File: config.mk
export PLATFORM = sky130hd
export DESIGN_NAME = grmr_div
export DESIGN_NICKNAME = d
export VERILOG_FILES = /design/src/grmr_pkg.sv /design/src/grmr_div.sv
export SDC_FILE = /design/constraint.sdc
export NUM_CORES = 1
export LEC_CHECK = 0
export ABC_CLOCK_PERIOD_IN_PS = 3300
export BUFFER_PORTS_ARGS = -buffer_cell sky130_fd_sc_hd__clkbuf_2
export CAP_MARGIN = 20
export CORE_ASPECT_RATIO = 1.2
export CORE_MARGIN = 2
export CORE_UTILIZATION = 50
export CTS_BUF_LIST = sky130_fd_sc_hd__clkbuf_8
export CTS_CLUSTER_DIAMETER = 80
export DETAILED_ROUTE_END_ITERATION = 10
export GPL_TIMING_DRIVEN = 0
export PLACE_DENSITY_LB_ADDON = 0.08
export REMOVE_ABC_BUFFERS = 1
export SETUP_SLACK_MARGIN = 0.5
export SLEW_MARGIN = 20
export SYNTH_ARGS = -nofsm -noshare
export SYNTH_HDL_FRONTEND = slang
export SYNTH_SLANG_ARGS = --single-unit
File: constraint.sdc
create_clock -name clk -period 3.3 [get_ports clk]
set_input_delay 0.33 -clock clk [delete_from_list [all_inputs] [get_ports clk]]
set_output_delay 0.33 -clock clk [all_outputs]
set_load 0.005 [all_outputs]
File: src/grmr_pkg.sv
// Package: shared constants, types and arithmetic helpers for the running mean/rms block
package grmr_pkg;

  localparam int NumSlots = 16;
  localparam int SlotBits = 4;
  localparam int CountBits = 16;
  localparam logic [CountBits-1:0] CntMax = '1;

  // Request codes
  localparam logic ReqSample = 1'b0;
  localparam logic ReqRead = 1'b1;

  // Running accumulator entry
  typedef struct packed {
    logic signed [31:0] mean;
    logic [63:0] var_acc;
    logic [CountBits-1:0] count;
    logic [63:0] data_time;
    logic [63:0] init_time;
  } run_entry_t;

  // Latched result and per-slot bookkeeping
  typedef struct packed {
    logic signed [31:0] mean;
    logic [31:0] rms;
    logic [CountBits-1:0] count;
    logic [63:0] time_stamp;
    logic [31:0] repeats;
    logic [31:0] overruns;
    logic read_pend;
    logic restart_pend;
  } held_entry_t;

  // Sequencer states
  typedef enum logic [3:0] {
    S_IDLE, S_READ, S_EVAL, S_DIV_MEAN, S_DIV_KEEP, S_DIV_ADD, S_SUM,
    S_DONE_DIV, S_SQRT, S_WRITE, S_OUT
  } state_t;

  // Divider request/response
  typedef struct packed {
    logic start;
    logic [63:0] dividend;
    logic [CountBits-1:0] divisor;
  } div_req_t;

  typedef struct packed {
    logic busy;
    logic [63:0] quotient;
  } div_rsp_t;

  function automatic logic [31:0] sat_inc32(input logic [31:0] c);
    sat_inc32 = (c == 32'hFFFF_FFFF) ? c : c + 32'd1;
  endfunction

endpackage

File: src/grmr_div.sv
// Restoring divider: 64-bit dividend by count-width divisor, one quotient bit per cycle
module grmr_div
  import grmr_pkg::*;
(
  input  logic     clk,
  input  logic     rst,
  input  div_req_t req,
  output div_rsp_t rsp
);

  logic [63:0] quo;
  logic [CountBits:0] rem;
  logic [CountBits-1:0] dvs;
  logic [6:0] steps;
  logic busy;
  logic [CountBits:0] trial;
  logic [CountBits:0] shifted;

  // Shift in the next dividend bit and test
  always_comb begin
    shifted = {rem[CountBits-1:0], quo[63]};
    trial = shifted - {1'b0, dvs};
  end

  always_ff @(posedge clk) begin
    if (rst) begin
      busy <= 1'b0;
      steps <= '0;
    end else if (req.start) begin
      busy <= 1'b1;
      steps <= 7'd64;
    end else if (busy) begin
      steps <= steps - 7'd1;
      if (steps == 7'd1) busy <= 1'b0;
    end
  end

  always_ff @(posedge clk) begin
    if (req.start) begin
      quo <= req.dividend;
      rem <= '0;
      dvs <= req.divisor;
    end else if (busy) begin
      if (!trial[CountBits]) begin
        rem <= trial;
        quo <= {quo[62:0], 1'b1};
      end else begin
        rem <= shifted;
        quo <= {quo[62:0], 1'b0};
      end
    end
  end

  assign rsp.busy = busy;
  assign rsp.quotient = quo;

endmodule

==> impl_metrics.json <==
{
  "drc": 0,
  "synth-edff-count": 80,
  "hpwlAfterDp_um": 6970,
  "ant_nets": 0,
  "cts_tree": "built",
  "place_inst": 644,
  "final_core_util_pct": 62.3,
  "status": "finished, final reports clean",
  "ioPinCount": 148,
  "path_cells": "inv_1, ha_1, fa_1, nand2b_1, a21oi_1, o311a_4, o311ai_4, buf_4, o211ai_4, nor3_1, a211o_1",
  "dieWidth_um": 95.6,
  "first_pass_iters": 4,
  "min_period_ps": 2670,
  "ctsRootBufferMaster": "clkbuf_8",
  "max_stage_delay_ps": 410,
  "postLayoutSetupSlackWorst_ps": 635,
  "gr-total-overflow": 0,
  "clock-sinks": 104,
  "grt_max_degree": 96,
  "dp_slack_ps": 466,
  "die_h_um": 114,
  "diodes": 0,
  "tightest_slew_ps": 1010,
  "cp_max_fo": 12,
  "hold_viol_final": 0,
  "rows": 40,
  "total_power_w": 0.00300,
  "ys_top_cells_by_count": "edfxtp_1 (80), mux2_2 (63), nor2_1 (25)",
  "ys_async_sr_fraction_pct": 0,
  "areaGrowthSynthToFinish_pct": 22.6,
  "via_per_inst": 5.22,
  "crit_family": "compound AO/OA/AOI/OAI gates",
  "cp_num_buf_inv": 2,
  "clock.fmax_mhz": 375,
  "p_int_w": 0.00224,
  "routedWlPerCell_um": 15.1,
  "yosysSeqAreaShare_pct": 57.2,
  "numCtsBuffers": 9,
  "synthFlopType": "edfxtp_1",
  "yosysMostFrequentCell": "edfxtp_1",
  "layout.nets": 637,
  "worstSetupEndpointType": "flop",
  "hold_slack_ps": 130,
  "gp_congestion": 0.816,
  "die_area_mm2": 0.0109,
  "p_leak_nw": 2.68,
  "rsz0062_at_grt": "no",
  "synth_cell_type_count": 41,
  "yosysTopAreaCell": "edfxtp_1",
  "slew_violations": 0,
  "finalNonFillerCells": 666,
  "skew_ps": 8.38,
  "grt_usage_pct": 18.6,
  "combPwrFrac_pct": 17.1,
  "antenna_found_initial": 0,
  "hp-class": "input port to flop",
  "wirelength_um": 10100,
  "grt_pass1_vias": 3395,
  "vias": 3474,
  "clk_pin_slew_ps": 100,
  "synth_top_cell_area_share_pct": 47.7,
  "p_clk_share_pct": 28.9,
  "setup_viol": 0,
  "crit_slowest_cell": "edfxtp_1",
  "ys_seq_elements": 104,
  "cap_violations": 0,
  "peakVddDrop_mv": 0.275,
  "clk_latency_ps": 370,
  "cp.required_ps": 3560,
  "netlist_instances": 386,
  "port_buffers": 147,
  "synthTopCellsByArea": "edfxtp_1 (48%), mux2_2 (14%), dfxtp_1 (9.5%), ha_1 (4.5%), nor2_1 (1.9%)",
  "startpoint_type": "flop",
  "drive_gt1_share_pct": 44.4,
  "grt_pass1_wl_um": 15600,
  "start_util_pct": 50.8,
  "crit_type": "flop to flop",
  "yosys_warnings": 0,
  "ctsHoldBuffers": 0,
  "seqPwrFrac_pct": 54.0,
  "core_mm2": 0.00991,
  "slew_headroom_pct": 32.6,
  "arrival_ps": 2920,
  "synth_area_mm2": 0.00504,
  "finalCritPeriodShare_pct": 80.8,
  "drtIter0Drc": 104,
  "pwr_density_cell_mw_per_mm2": 486,
  "clock_path_buffers": 2,
  "syn_area_per_cell_um2": 13.1,
  "htree_levels": 3,
  "p_sw_share_pct": 25.3,
  "net-switching-power_w": 0.000761
}
-- worst register-to-register path, delay by kind of cell (launching register included) --
kind                     cells  cell delay, ps
buffers and inverters        2             240
flip-flops                   1             410
AO/OA/AOI/OAI                5             990
AND/OR/NAND/NOR              2             300
adder cells (fa/ha/maj)      2             630
-- path summary, 6_finish.rpt --
check | startpoint | endpoint | slack (ps) | cells after the start
hold / removal | req[7] | dvs[7]$_DFFE_PP_ | 130 | 1
setup reg to reg | quo[63]$_DFFE_PP_ | rem[2]$_SDFFE_PP0P_ | 630 | 11
hold reg to reg | steps[0]$_SDFFE_PP0P_ | steps[0]$_SDFFE_PP0P_ | 490 | 2
setup / recovery | quo[63]$_DFFE_PP_ | rem[2]$_SDFFE_PP0P_ | 630 | 11
-- registers in the layout, summed over array words and instances (netlist names) --
register,cells
busy,1
dvs,16
quo,64
rem,16
steps,7
-- stage by stage --
stage          TNS (ps)  cell area [um^2]
2_1_floorplan         0              4960
3_3_place_gp     -92110              5860
3_5_place_dp          0              5890
4_1_cts               0              6120
5_1_grt               0              6180
6_report              0              6180
-- cell families after synthesis --
family,synth area share [%]
buf+inv,3.15
simple gates,6.75
compound gates,8.84
fa+ha+maj,4.87
flops,57.2
mux,15.9
xor+xnor,3.30
-- power by group through the flow --
stage | sequential, W | combinational [W] | clock [W]
detailed placement | 0.00165 | 0.000508 | 0
finish | 0.00162 | 0.000513 | 0.000868
CTS | 0.00163 | 0.000512 | 0.000893
global route | 0.00164 | 0.000571 | 0.000941
global placement | 0.00165 | 0.000495 | 0
floorplan | 0.00165 | 0.000290 | 0
-- cell type report --
type,instances,area (um^2)
Clock buffer,9,124
Clock inverter,7,95.1
Fill cell,838,3730
Inverter,22,85.1
Multi-Input combinational cell,246,2040
Sequential cell,104,2880
Tap cell,126,158
Timing Repair Buffer,152,795
-- metal layers --
layer  up-vias  wire, um  global-route usage (%)
met3         9       712                    7.46
met4         0       113                    6.48
met1      1636      4330                    23.0
li1       1737         -                       -
met2        92      4920                    29.6
met5         -         0                       0
-- timing repair --
item | CTS | global route
cloned | 1 | 1
setup buffers | 0 | 4
setup endpoints to repair | 3 | 17
resized for setup | 0 | 2
pin swaps | 1 | 2
-- cells in the final DEF, fill, tap and decap left out, types with 10 or more instances in the layout --
master,count
nand2_1,19
clkbuf_8,10
mux2_2,63
ha_1,18
a21oi_1,18
inv_1,21
nor2_1,25
edfxtp_1,80
dfxtp_1,24
a211oi_1,11
xnor2_1,10
clkbuf_2,146
Power figures use the tool's default switching activity.
